`config.mk`:
```
export PLATFORM = sky130hd
export DESIGN_NAME = nfta_ctrl
export DESIGN_NICKNAME = d
export VERILOG_FILES = /design/src/design/assert_macros.svh /design/src/design/nfta_pkg.sv /design/src/design/nfta_ctrl.sv
export SDC_FILE = /design/constraint.sdc
export NUM_CORES = 1
export LEC_CHECK = 0
export BUFFER_PORTS_ARGS = -buffer_cell sky130_fd_sc_hd__clkbuf_2
export CELL_PAD_IN_SITES_DETAIL_PLACEMENT = 0
export CELL_PAD_IN_SITES_GLOBAL_PLACEMENT = 2
export CORE_MARGIN = 4
export CORE_UTILIZATION = 34
export DETAILED_ROUTE_END_ITERATION = 8
export PLACE_DENSITY_LB_ADDON = 0.1
export SETUP_SLACK_MARGIN = 0.3
export SYNTH_ARGS = -nofsm -noshare
export SYNTH_HDL_FRONTEND = slang
export SYNTH_SLANG_ARGS = --single-unit
```
`constraint.sdc`:
```
create_clock -name clk -period 7.1 [get_ports clk]
set_input_delay 1.42 -clock clk [delete_from_list [all_inputs] [get_ports clk]]
set_output_delay 1.42 -clock clk [all_outputs]
set_load 0.005 [all_outputs]
```
`src/design/assert_macros.svh`:
```
// Assertion helpers for the allocator; empty when synthesizing.
`ifndef ASSERT_MACROS_SVH
`define ASSERT_MACROS_SVH
`ifndef SYNTHESIS
`define NFTA_ASSERT_SAME(lbl, ante, cons, msg) \
  lbl: assert property (@(posedge clk) disable iff (!rst_n) (ante) |-> (cons)) else $error(msg);
`define NFTA_ASSERT_NEXT(lbl, ante, cons, msg) \
  lbl: assert property (@(posedge clk) disable iff (!rst_n) (ante) |=> (cons)) else $error(msg);
`else
`define NFTA_ASSERT_SAME(lbl, ante, cons, msg)
`define NFTA_ASSERT_NEXT(lbl, ante, cons, msg)
`endif
`endif

```
`src/design/nfta_pkg.sv`:
```
// ----------------------------------------------------------------------------
// nfta_pkg
// Widths, codes and controller/datapath types of the next-fit allocator.
// ----------------------------------------------------------------------------
package nfta_pkg;

  localparam int ARENA_WORDS = 8192;
  localparam int AW          = 13;   // header address
  localparam int PW          = 14;   // walk pointer, can hold the arena end
  localparam int HW          = 15;   // signed header word
  localparam int SW          = 15;   // request size in words
  localparam int STW         = 14;   // lap step counter
  localparam int BW          = 16;   // request bytes
  localparam int HDW         = 14;   // free handle

  typedef enum logic [1:0] {
    ST_OK      = 2'd0,
    ST_OOM     = 2'd1,
    ST_BADPTR  = 2'd2,
    ST_CORRUPT = 2'd3
  } status_t;

  typedef enum logic [3:0] {
    CMD_NONE,
    CMD_LOAD,
    CMD_RD_P,
    CMD_RD_Q,
    CMD_ADV_P,
    CMD_SPLIT1,
    CMD_SPLIT2,
    CMD_MERGE_INIT,
    CMD_Q_INIT,
    CMD_Q_ADV,
    CMD_MERGE_WR,
    CMD_MERGE_SKIP,
    CMD_ROVER0,
    CMD_FREE_RD,
    CMD_FREE_WR
  } cmd_t;

  typedef struct packed {
    logic          action;
    logic          handle_null;
    logic          handle_big;
    logic          hdr_zero;
    logic          hdr_pos;
    logic          hdr_neg;
    logic          mag_bad;
    logic          fits;
    logic          exact;
    logic          p_is_rover;
    logic          steps_over;
    logic          p_done;
    logic          q_done;
    logic          q_bad;
    logic [AW-1:0] offset;
  } dp_status_t;

endpackage

```
`src/design/nfta_ctrl.sv`:
```
// ----------------------------------------------------------------------------
// nfta_ctrl
// Sequencer for search laps, merge pass and free; holds the result register.
// ----------------------------------------------------------------------------
module nfta_ctrl
  import nfta_pkg::*;
(
  input  logic          clk,
  input  logic          rst_n,
  input  logic          in_valid,
  output logic          in_ready,
  output logic          out_valid,
  input  logic          out_ready,
  output status_t       out_status,
  output logic [AW-1:0] out_offset,
  input  dp_status_t    dp,
  output cmd_t          cmd
);

  typedef enum logic [11:0] {
    S_IDLE     = 12'b000000000001,
    S_DISPATCH = 12'b000000000010,
    S_RD       = 12'b000000000100,
    S_EV       = 12'b000000001000,
    S_SPLIT2   = 12'b000000010000,
    S_M_RD     = 12'b000000100000,
    S_M_EV     = 12'b000001000000,
    S_MQ_CHK   = 12'b000010000000,
    S_MQ_EV    = 12'b000100000000,
    S_F_CHK    = 12'b001000000000,
    S_F_EV     = 12'b010000000000,
    S_DONE     = 12'b100000000000
  } state_t;

  state_t        state_r, state_nxt;
  logic          first_r, first_nxt;
  logic          second_r, second_nxt;
  status_t       res_r, res_nxt;
  logic          out_valid_r, out_valid_nxt;
  status_t       out_status_r, out_status_nxt;
  logic [AW-1:0] out_offset_r, out_offset_nxt;

  assign in_ready   = (state_r == S_IDLE);
  assign out_valid  = out_valid_r;
  assign out_status = out_status_r;
  assign out_offset = out_offset_r;

  always_comb begin
    state_nxt      = state_r;
    first_nxt      = first_r;
    second_nxt     = second_r;
    res_nxt        = res_r;
    cmd            = CMD_NONE;
    out_valid_nxt  = out_valid_r && !out_ready;
    out_status_nxt = out_status_r;
    out_offset_nxt = out_offset_r;
    unique case (state_r)
      S_IDLE: begin
        if (in_valid) begin
          cmd        = CMD_LOAD;
          first_nxt  = 1'b1;
          second_nxt = 1'b0;
          state_nxt  = S_DISPATCH;
        end
      end
      S_DISPATCH: state_nxt = dp.action ? S_F_CHK : S_RD;
      S_RD: begin
        cmd       = CMD_RD_P;
        state_nxt = S_EV;
      end
      S_EV: begin
        // lap-end checks only apply after the walk has moved
        priority if (!first_r && dp.hdr_zero) begin
          res_nxt   = ST_CORRUPT;
          state_nxt = S_DONE;
        end else if (!first_r && dp.p_is_rover) begin
          if (second_r) begin
            res_nxt   = ST_OOM;
            state_nxt = S_DONE;
          end else begin
            cmd       = CMD_MERGE_INIT;
            state_nxt = S_M_RD;
          end
        end else if ((!first_r && dp.steps_over) || dp.hdr_zero || dp.mag_bad) begin
          res_nxt   = ST_CORRUPT;
          state_nxt = S_DONE;
        end else if (dp.hdr_pos && dp.fits) begin
          cmd       = CMD_SPLIT1;
          res_nxt   = ST_OK;
          state_nxt = dp.exact ? S_DONE : S_SPLIT2;
        end else begin
          cmd       = CMD_ADV_P;
          first_nxt = 1'b0;
          state_nxt = S_RD;
        end
      end
      S_SPLIT2: begin
        cmd       = CMD_SPLIT2;
        state_nxt = S_DONE;
      end
      S_M_RD: begin
        if (dp.p_done) begin
          cmd        = CMD_ROVER0;
          first_nxt  = 1'b1;
          second_nxt = 1'b1;
          state_nxt  = S_RD;
        end else begin
          cmd       = CMD_RD_P;
          state_nxt = S_M_EV;
        end
      end
      S_M_EV: begin
        priority if (dp.hdr_zero || dp.mag_bad) begin
          res_nxt   = ST_CORRUPT;
          state_nxt = S_DONE;
        end else if (dp.hdr_pos) begin
          cmd       = CMD_Q_INIT;
          state_nxt = S_MQ_CHK;
        end else begin
          cmd       = CMD_MERGE_SKIP;
          state_nxt = S_M_RD;
        end
      end
      S_MQ_CHK: begin
        if (dp.q_done) begin
          cmd       = CMD_MERGE_WR;
          state_nxt = S_M_RD;
        end else begin
          cmd       = CMD_RD_Q;
          state_nxt = S_MQ_EV;
        end
      end
      S_MQ_EV: begin
        priority if (dp.hdr_pos && dp.q_bad) begin
          res_nxt   = ST_CORRUPT;
          state_nxt = S_DONE;
        end else if (dp.hdr_pos) begin
          cmd       = CMD_Q_ADV;
          state_nxt = S_MQ_CHK;
        end else begin
          cmd       = CMD_MERGE_WR;
          state_nxt = S_M_RD;
        end
      end
      S_F_CHK: begin
        priority if (dp.handle_null) begin
          res_nxt   = ST_OK;
          state_nxt = S_DONE;
        end else if (dp.handle_big) begin
          res_nxt   = ST_BADPTR;
          state_nxt = S_DONE;
        end else begin
          cmd       = CMD_FREE_RD;
          state_nxt = S_F_EV;
        end
      end
      S_F_EV: begin
        if (dp.hdr_neg) begin
          cmd     = CMD_FREE_WR;
          res_nxt = ST_OK;
        end else begin
          res_nxt = ST_BADPTR;
        end
        state_nxt = S_DONE;
      end
      S_DONE: begin
        if (!out_valid_r || out_ready) begin
          out_valid_nxt  = 1'b1;
          out_status_nxt = res_r;
          out_offset_nxt = (res_r == ST_OK && !dp.action) ? dp.offset : '0;
          state_nxt      = S_IDLE;
        end
      end
      default: state_nxt = S_IDLE;
    endcase
  end

  always_ff @(posedge clk) begin
    if (!rst_n) begin
      state_r     <= S_IDLE;
      out_valid_r <= 1'b0;
    end else begin
      state_r     <= state_nxt;
      out_valid_r <= out_valid_nxt;
    end
  end

  always_ff @(posedge clk) begin
    first_r      <= first_nxt;
    second_r     <= second_nxt;
    res_r        <= res_nxt;
    out_status_r <= out_status_nxt;
    out_offset_r <= out_offset_nxt;
  end

endmodule

```
==> flow_summary.toml, run 1 <==
[route]
wl_per_cell_um = 16.9
wl_um = 4990
ant_nets = 0
drt-pass1-iter-count = 4
drtIter0Drc = 73
viasPerCell = 5.41
drc_errors = 0
vias = 1600

[finish]
final_core_util_pct = 43.3
instances_no_fill = 296
multiInputGateArea_um2 = 917
ff_latch_area_um2 = 831
design_area_mm2 = 0.00221
fillers = 518
synthToLayoutAreaGrowth_pct = 23.0
diodes = 0
nets = 256
layout-drive-gt1-share_pct = 28.8

[synth]
synth-compound-area-share_pct = 12.9
synth_top_area_cell = "edfxtp_1"
synth.most_common_cell = "edfxtp_1"
synthXorXnorAreaFrac_pct = 1.95
ys_ff_latch = 32
synthAdderAreaFrac_pct = 0
synth_seq_area_share_pct = 46.2
synth_mux_area_share_pct = 0.626
synth_ff_type = "edfxtp_1"
syn_inst = 176
yosys.area_share.simple_pct = 35.2
netlist_top_cells_count = "19 x edfxtp_1, 16 x and2_1, 13 x dfxtp_1"
synth.net_count = 207
synth_top_area_share_pct = 31.7
synth_edf_count = 19
async_flop_share_pct = 0
synth_area_mm2 = 0.00180
yosysWarnings = 0
synthDistinctLibCells = 50
synth_top_family_by_area = "simple AND/OR/NAND/NOR gates"
synth.avg_cell_area_um2 = 10.2
synthTopCellsByArea = "edfxtp_1 32%, dfxtp_1 14%, and2_1 5.6%"

[floorplan]
ios = 52
die_y_um = 80.7
coreArea_mm2 = 0.00511
dieArea_mm2 = 0.00652
initial_core_util_pct = 35.2
rows = 26
die_x_um = 80.7

[pwr]
ir_worst_vdd_uv = 77.2
leakagePower_nw = 0.862
power.total_mw = 0.410
powerDensity_mw_per_mm2 = 185

[timing]
setup_viol = 0
rsz0062_at_grt = "no"
hold_viol = 0
clock.fmax_ghz = 0.247
finalCriticalPeriod_ns = 4.05
relSlewSlack_pct = 30.6
period_share_pct = 57.1
setup-tns-final_ns = 0
worst_pin_slew_ns = 1.04
hold-worst-slack_ns = 0.455
setup_slack_ns = 3.05
drv_slew = 0
finClkSkew_ns = 0.00680

[setup_path]
rr_endpoint = "out_offset[11]"
arrival_ns = 2.63
r2r_slack_ns = 4.52
rr_startpoint = "state_r[7]"
cp-end-kind = "output pin"
worstSetupPathType = "input pin to output pin"
crit_path_max_fanout = 2
cp.required_ns = 5.68
r2r_cells = 3
worst_setup_path_start_kind = "input pin"

[grt]
antenna_found_initial = 0
grt_max_degree = 16
grtUsageMet3_pct = 3.77
grt_use_met2_pct = 28.0
track_usage_pct = 16.1
grt_pass1_wl_um = 7950
first_global_vias = 1548
grtUsageMet1_pct = 20.4
grt_overflow = 0
busiest_layer = "met2"

[placed_design]
dpl.hpwl_um = 3840
placed_area_mm2 = 0.00211
port_buffers = 51
gp_congestion = 0.879
place_inst = 288
post-place-ws_ns = 3.07

[min_path]
min_path_cells = 0
worst_hold_path.endpoint = "out_status[1]"
holdCritStartpoint = "res_r[1]"
hold_path.class = "flop to flop"

[cts]
postCtsSetupBuffers = 0
cts.path.max_buffers = 2
cts-root-buf = "clkbuf_8"
cts_hold_buffers = 0
cts.sinks = 32
post_cts_resized = 0
ctsHtreeMaxLevel = 2
numCtsBuffers = 5
clk_pin_slew_ns = 0.06
cts_tree = "built"
insertion_delay_ns = 0.28

[job]
cap_violations = 0

[run_status]
status = "finished, final reports clean"
## worst max-delay path, stage by stage
cell and delay, ns:
clkbuf_2 0.09, o21ba_2 0.22, o22ai_1 0.16, or3b_1 0.39, o2111ai_1 0.21, clkbuf_2 0.15
## cell usage in the layout, fill, tap and decap left out, types with 7 or more instances in the layout
cell,count
nor3_1,11
edfxtp_1,19
and2_1,16
dfxtp_1,13
nand4_1,7
clkbuf_2,51
nor2_1,10
nand2_1,8
## area by class of cell
type,instances,area share (%)
inverter,4,0.678
sequential,32,37.5
clock inverter,2,1.58
clock buffer,6,3.28
multi-input combinational,131,41.4
tap,70,3.96
timing repair buffer,51,11.5
## layer usage
metal  up-vias  wire (um)
met2        64       2440
li1        779          -
met5         -          0
met4         0         36
met3         5        356
met1       752       2160
## flip-flops by register name (all words and copies together) (netlist names)
name	cells
out_valid	1
first_r	1
out_offset	13
out_status	2
res_r	2
second_r	1
state_r	12
## cells by family after synthesis
family	count (synthesis)
xor+xnor	4
simple gates	95
compound gates	31
flops	32
buf+inv	13
mux	1
## worst max path at each step
stage | start | endpoint | slack, ns | cells past startpoint
after global routing | dp[16] | cmd[0] | 2.98 | 6
after global placement | dp[16] | cmd[0] | 3.08 | 6
after detailed placement | dp[16] | cmd[0] | 3.07 | 6
after CTS | dp[16] | cmd[0] | 3.06 | 6
after floorplan | dp[16] | cmd[0] | 3.34 | 4
final | dp[16] | cmd[0] | 3.05 | 6
## where the power goes
group / total, mW / switching (mW) / leakage, nW / internal, mW
logic: 0.0397 / 0.0219 / 0.532 / 0.0178
registers: 0.201 / 0.00305 / 0.275 / 0.198
clock network: 0.170 / 0.0658 / 0.0552 / 0.104
Power figures use the tool's default switching activity.
==> run 2: changes to the inputs <==
--- a/config.mk
+++ b/config.mk
@@ -9,7 +9,7 @@
 export CELL_PAD_IN_SITES_DETAIL_PLACEMENT = 0
 export CELL_PAD_IN_SITES_GLOBAL_PLACEMENT = 2
 export CORE_MARGIN = 4
-export CORE_UTILIZATION = 34
+export CORE_UTILIZATION = 28
 export DETAILED_ROUTE_END_ITERATION = 8
 export PLACE_DENSITY_LB_ADDON = 0.1
 export SETUP_SLACK_MARGIN = 0.3
==> constraint.sdc (replaced) <==
create_clock -name clk -period 3.6 [get_ports clk]
set_input_delay 0.72 -clock clk [delete_from_list [all_inputs] [get_ports clk]]
set_output_delay 0.72 -clock clk [all_outputs]
set_load 0.005 [all_outputs]
==> run 2 against run 1 <==
  * Die area increased by 19%
  * Routed wire length rose by 2.7%
  * Non-clock buffer count rose by 2
  * Register-to-register slack lost 3.2 ns
  * Highest routed layer unchanged
==> flow_summary.toml, run 2 (synthesis gave the netlist of run 1 again) <==
[timing]
relSlewSlack_pct = 34.6
drv_slew = 0
finalCriticalPeriod_ns = 3.03
rsz0062_at_grt = "no"
hold_viol = 0
clock.fmax_ghz = 0.330
setup_viol = 0
worst_pin_slew_ns = 0.974
hold-worst-slack_ns = 0.454
setup_slack_ns = 0.565
setup-tns-final_ns = 0
period_share_pct = 84.3
finClkSkew_ns = 0.00457

[setup_path]
cp-end-kind = "output pin"
worstSetupPathType = "flop to output pin"
crit_path_max_fanout = 12
r2r_cells = 4
cp-startpoint = "state_r[8]"
worst_setup_path_start_kind = "flop"
cp.required_ns = 2.88
rr_startpoint = "state_r[0]"
arrival_ns = 2.31

[finish]
ff_latch_area_um2 = 831
nets = 258
instances_no_fill = 303
synthToLayoutAreaGrowth_pct = 23.8
final_core_util_pct = 36.7
diodes = 0
final_common_cell = "clkbuf_2"
largest_reg_flops = 13
design_area_mm2 = 0.00223
layout-drive-gt1-share_pct = 29.4
fillers = 644
mostFrequentLayoutCells = "51 x clkbuf_2, 19 x edfxtp_1, 16 x and2_1"
multiInputGateArea_um2 = 917

[floorplan]
ios = 52
die_y_um = 88.2
initial_core_util_pct = 29.7
coreArea_mm2 = 0.00606
dieArea_mm2 = 0.00777
die_x_um = 88.2
rows = 28

[pwr]
ir_worst_vdd_uv = 170
powerDensity_mw_per_mm2 = 347
power.total_mw = 0.772
leakagePower_nw = 0.868

[route]
wl_um = 5130
drc_errors = 0
ant_nets = 0
vias = 1618
drtIter0Drc = 89
viasPerCell = 5.34
wl_per_cell_um = 16.9
drt-pass1-iter-count = 4

[grt]
first_global_vias = 1557
grt_pass1_wl_um = 8090
track_usage_pct = 13.8
grt_max_degree = 16
antenna_found_initial = 0
grt_overflow = 0

[placed_design]
place_inst = 295
placed_area_mm2 = 0.00213
post-place-ws_ns = 0.860
gp_congestion = 0.849
port_buffers = 51
dpl.hpwl_um = 4060

[min_path]
hold_path.class = "flop to flop"
holdCritStartpoint = "res_r[0]"
min_path_cells = 0

[cts]
cts.sinks = 32
numCtsBuffers = 5
cts-root-buf = "clkbuf_8"
cts.path.max_buffers = 2
clk_pin_slew_ns = 0.06
cts_tree = "built"
post_cts_resized = 0
ctsHtreeMaxLevel = 2
postCtsSetupBuffers = 0
insertion_delay_ns = 0.28
cts_hold_buffers = 0

[job]
cap_violations = 0

[run_status]
status = "finished, final reports clean"
==> run 2: cell count changes in the layout (fill, tap and decap cells not counted) <==
cell,previous run,this run
clkinv_2,1,0
clkbuf_8,5,7
bufinv_16,1,0
buf_4,0,2
==> run 2: path summary, 6_finish.rpt <==
kind / endpoint / slack [ns]
min reg2reg: out_status[0] / 0.45
max reg2reg: res_r[1] / 1.33
min: out_status[0] / 0.45
max: cmd[0] / 0.57
==> run 2: worst max-delay path, cell delays in order, from the launching register on <==
cell and delay, ns:
dfxtp_1 0.44, or4_1 0.63, or4_1 0.56, o31a_1 0.13, o2111ai_1 0.12, clkbuf_2 0.16
==> run 2: report_power, final <==
part           internal (mW)  switching, mW
clock network          0.174          0.122
logic                 0.0353         0.0442
registers              0.390        0.00633
==> run 2: layer usage <==
layer	up-vias	wire length (um)	track usage (%)	part of all wire, %
met3	4	456	4.23	8.9
met4	0	36	4.67	0.70
met1	751	2190	17.0	43
met5	-	0	0	0
li1	786	-	-	-
met2	77	2440	23.0	48
==> run 2: cell type report <==
class,count,area share (%)
Clock buffer,8,4.49
Tap cell,75,4.21
Sequential cell,32,37.3
Inverter,4,0.674
Timing Repair Buffer,53,12.1
Multi-Input combinational cell,131,41.2
==> run 3: changes to the inputs <==
--- a/config.mk
+++ b/config.mk
@@ -5,11 +5,12 @@
 export SDC_FILE = /design/constraint.sdc
 export NUM_CORES = 1
 export LEC_CHECK = 0
+export ABC_AREA = 1
 export BUFFER_PORTS_ARGS = -buffer_cell sky130_fd_sc_hd__clkbuf_2
 export CELL_PAD_IN_SITES_DETAIL_PLACEMENT = 0
 export CELL_PAD_IN_SITES_GLOBAL_PLACEMENT = 2
 export CORE_MARGIN = 4
-export CORE_UTILIZATION = 28
+export CORE_UTILIZATION = 26
 export DETAILED_ROUTE_END_ITERATION = 8
 export PLACE_DENSITY_LB_ADDON = 0.1
 export SETUP_SLACK_MARGIN = 0.3
==> constraint.sdc (replaced) <==
create_clock -name clk -period 2.6 [get_ports clk]
set_input_delay 0.52 -clock clk [delete_from_list [all_inputs] [get_ports clk]]
set_output_delay 0.52 -clock clk [all_outputs]
set_load 0.005 [all_outputs]
==> run 3 against run 2 <==
  * Final cell count rose by 25%
  * First-iteration DRC count fell by 58%
  * Routed wire length fell by 0.57%
  * Clock power rose by 22%
  * Critical path depth rose by 5
  * Clock skew fell by 0.0014 ns
  * Sequential power rose by 38%
  * Sequential cell count did not move
  * Worst hold slack got worse by 0.024 ns
  * Combinational power rose by 68%
  * Sequential share of layout area fell by 2.3 points
  * Largest cell class unchanged
==> flow_summary.toml, run 3 <==
[run_status]
status = "finished, final reports clean"

[placed_design]
dpl.hpwl_um = 3980
place_inst = 361
gp_congestion = 0.803
port_buffers = 51

[synth]
synth_seq_area_share_pct = 46.2
synth_area_mm2 = 0.00180
synth_top_area_cell = "edfxtp_1"
ys_ff_latch = 32
synth.net_count = 262
async_flop_share_pct = 0
synth_mux_area_share_pct = 0
synth_edf_count = 19
synth_ff_type = "edfxtp_1"
netlist_top_cells_count = "47 x inv_1, 40 x nor2_1, 38 x nand2_1"
yosys.area_share.simple_pct = 37.2
synth_top_family_by_area = "simple AND/OR/NAND/NOR gates"
synth.avg_cell_area_um2 = 7.79
synthAdderAreaFrac_pct = 0
synthDistinctLibCells = 30
syn_inst = 231
synth-compound-area-share_pct = 6.19
synthXorXnorAreaFrac_pct = 0
synth_top_area_share_pct = 31.7
yosysWarnings = 0
synthTopCellsByArea = "edfxtp_1 32%, dfxtp_1 14%, inv_1 9.8%"
synth.most_common_cell = "inv_1"

[timing]
setup-tns-final_ns = 0
clock.fmax_ghz = 0.453
finalCriticalPeriod_ns = 2.21
rsz0062_at_grt = "yes"
relSlewSlack_pct = 68.9
period_share_pct = 84.9
finClkSkew_ns = 0.00314
setup_viol = 0
hold_viol = 0
worst_pin_slew_ns = 0.466
drv_slew = 0

[setup_path]
cp.required_ns = 2.08
worstSetupPathType = "flop to output pin"
r2r_cells = 8
path_cells = "nor2_4 -> nand2_4 -> nor2_4 -> nand2_2 -> nor2_2 -> inv_1 -> o21ai_1 -> nor2_1 -> nand4_1 -> buf_2"
cp-end-kind = "output pin"
arrival_ns = 1.69
cpMaxStageDelayCell = "dfxtp_2"
worst_setup_path_start_kind = "flop"
crit_path_max_fanout = 5
cp_slowest_stage_delay_ns = 0.33
crit_path_frequent_cell = "nor2_4"

[grt]
track_usage_pct = 12.5
first_global_vias = 1605
antenna_found_initial = 0
grt_max_degree = 16
grt_pass1_wl_um = 8050
grt_overflow = 0

[job]
cap_violations = 0

[finish]
synthToLayoutAreaGrowth_pct = 32.8
layout-drive-gt1-share_pct = 35.5
final_common_cell = "clkbuf_2"
mostFrequentLayoutCells = "49 x clkbuf_2, 47 x inv_1, 36 x nor2_1"
nets = 329
instances_no_fill = 379
largest_reg_flops = 13
diodes = 0

[floorplan]
ios = 52
rows = 30
die_y_um = 91.2
dieArea_mm2 = 0.00831
die_x_um = 91.2
coreArea_mm2 = 0.00676
initial_core_util_pct = 26.6

[route]
ant_nets = 0
drc_errors = 0
vias = 1664
wl_per_cell_um = 13.4
drtIter0Drc = 37
drt-pass1-iter-count = 4
viasPerCell = 4.39
wl_um = 5100

[cts]
clk_pin_slew_ns = 0.06
cts-root-buf = "clkbuf_8"
cts.sinks = 32
ctsHtreeMaxLevel = 2
insertion_delay_ns = 0.28
cts_tree = "built"
cts.path.max_buffers = 2
numCtsBuffers = 5

[pwr]
leakagePower_nw = 1.16
ir_worst_vdd_uv = 162
powerDensity_mw_per_mm2 = 437

[min_path]
hold_path.class = "input pin to flop"
min_path_cells = 2
-- run 3: per-stage QoR --
stage | util (%) | instance area, um^2 | power [mW] | hold slack, ns | setup WS (ns)
2_1_floorplan | - | 1800 | 0.626 | 0.417 | 0.576
6_report | 35.4 | 2390 | 1.04 | 0.430 | 0.392
3_5_place_dp | 31.9 | 2150 | 0.675 | 0.449 | 0.518
5_1_grt | 35.4 | 2390 | 1.10 | 0.445 | 0.267
4_1_cts | 33.1 | 2240 | 1.05 | 0.426 | 0.322
3_3_place_gp | 31.9 | 2150 | 0.676 | 0.458 | 0.564
-- run 3: report_power, final --
group / leakage (nW) / internal [mW] / switching, mW
Combinational: 0.840 / 0.0549 / 0.0791
Clock: 0.0422 / 0.187 / 0.175
Sequential: 0.275 / 0.541 / 0.00594
Total: 1.16 / 0.783 / 0.260
-- run 3: repair_timing --
| action | CTS | global route |
|---|---|---|
| hold buffers | 0 | 0 |
| buffers inserted | 0 | 9 |
| endpoints found under the setup margin | 0 | 4 |
| resized for setup | 0 | 24 |
-- run 3: layout make-up --
class / instances / area [um^2]
sequential: 32 / 837
multi-input combinational: 150 / 860
clock inverter: 1 / 5.00
tap: 80 / 100
timing repair buffer: 61 / 330
inverter: 48 / 180
fill: 727 / 4370
clock buffer: 7 / 76.3
-- run 3: worst paths after layout --
check | endpoint | slack (ns) | from
setup / recovery | cmd[0] | 0.39 | state_r[1]
hold / removal | state_r[4] | 0.43 | dp[18]
setup reg to reg | out_offset[2] | 0.86 | state_r[1]
hold reg to reg | out_status[0] | 0.46 | res_r[0]
-- run 3: routing by layer --
layer	share of wire [%]	vias up	routed length [um]	track usage [%]
met5	0	-	0	0
met4	1.8	0	94	4.27
met3	5.2	9	266	3.81
met2	48	45	2450	20.5
met1	45	744	2290	15.5
li1	-	866	-	-
-- run 3: logic make-up (layout without fill, tap and decap cells) --
| group | Yosys count | count (layout) |
|---|---|---|
| AND/OR/NAND/NOR | 131 | 132 |
| buffers and inverters | 50 | 117 |
| flip-flops | 32 | 32 |
| AO/OA/AOI/OAI | 18 | 18 |
-- run 3: worst max-delay path: cells and delay by family (launching register included) --
family | cells | cell delay [ns]
AND/OR/NAND/NOR | 7 | 0.81
flip-flops | 1 | 0.33
buffers and inverters | 2 | 0.17
AO/OA/AOI/OAI | 1 | 0.09
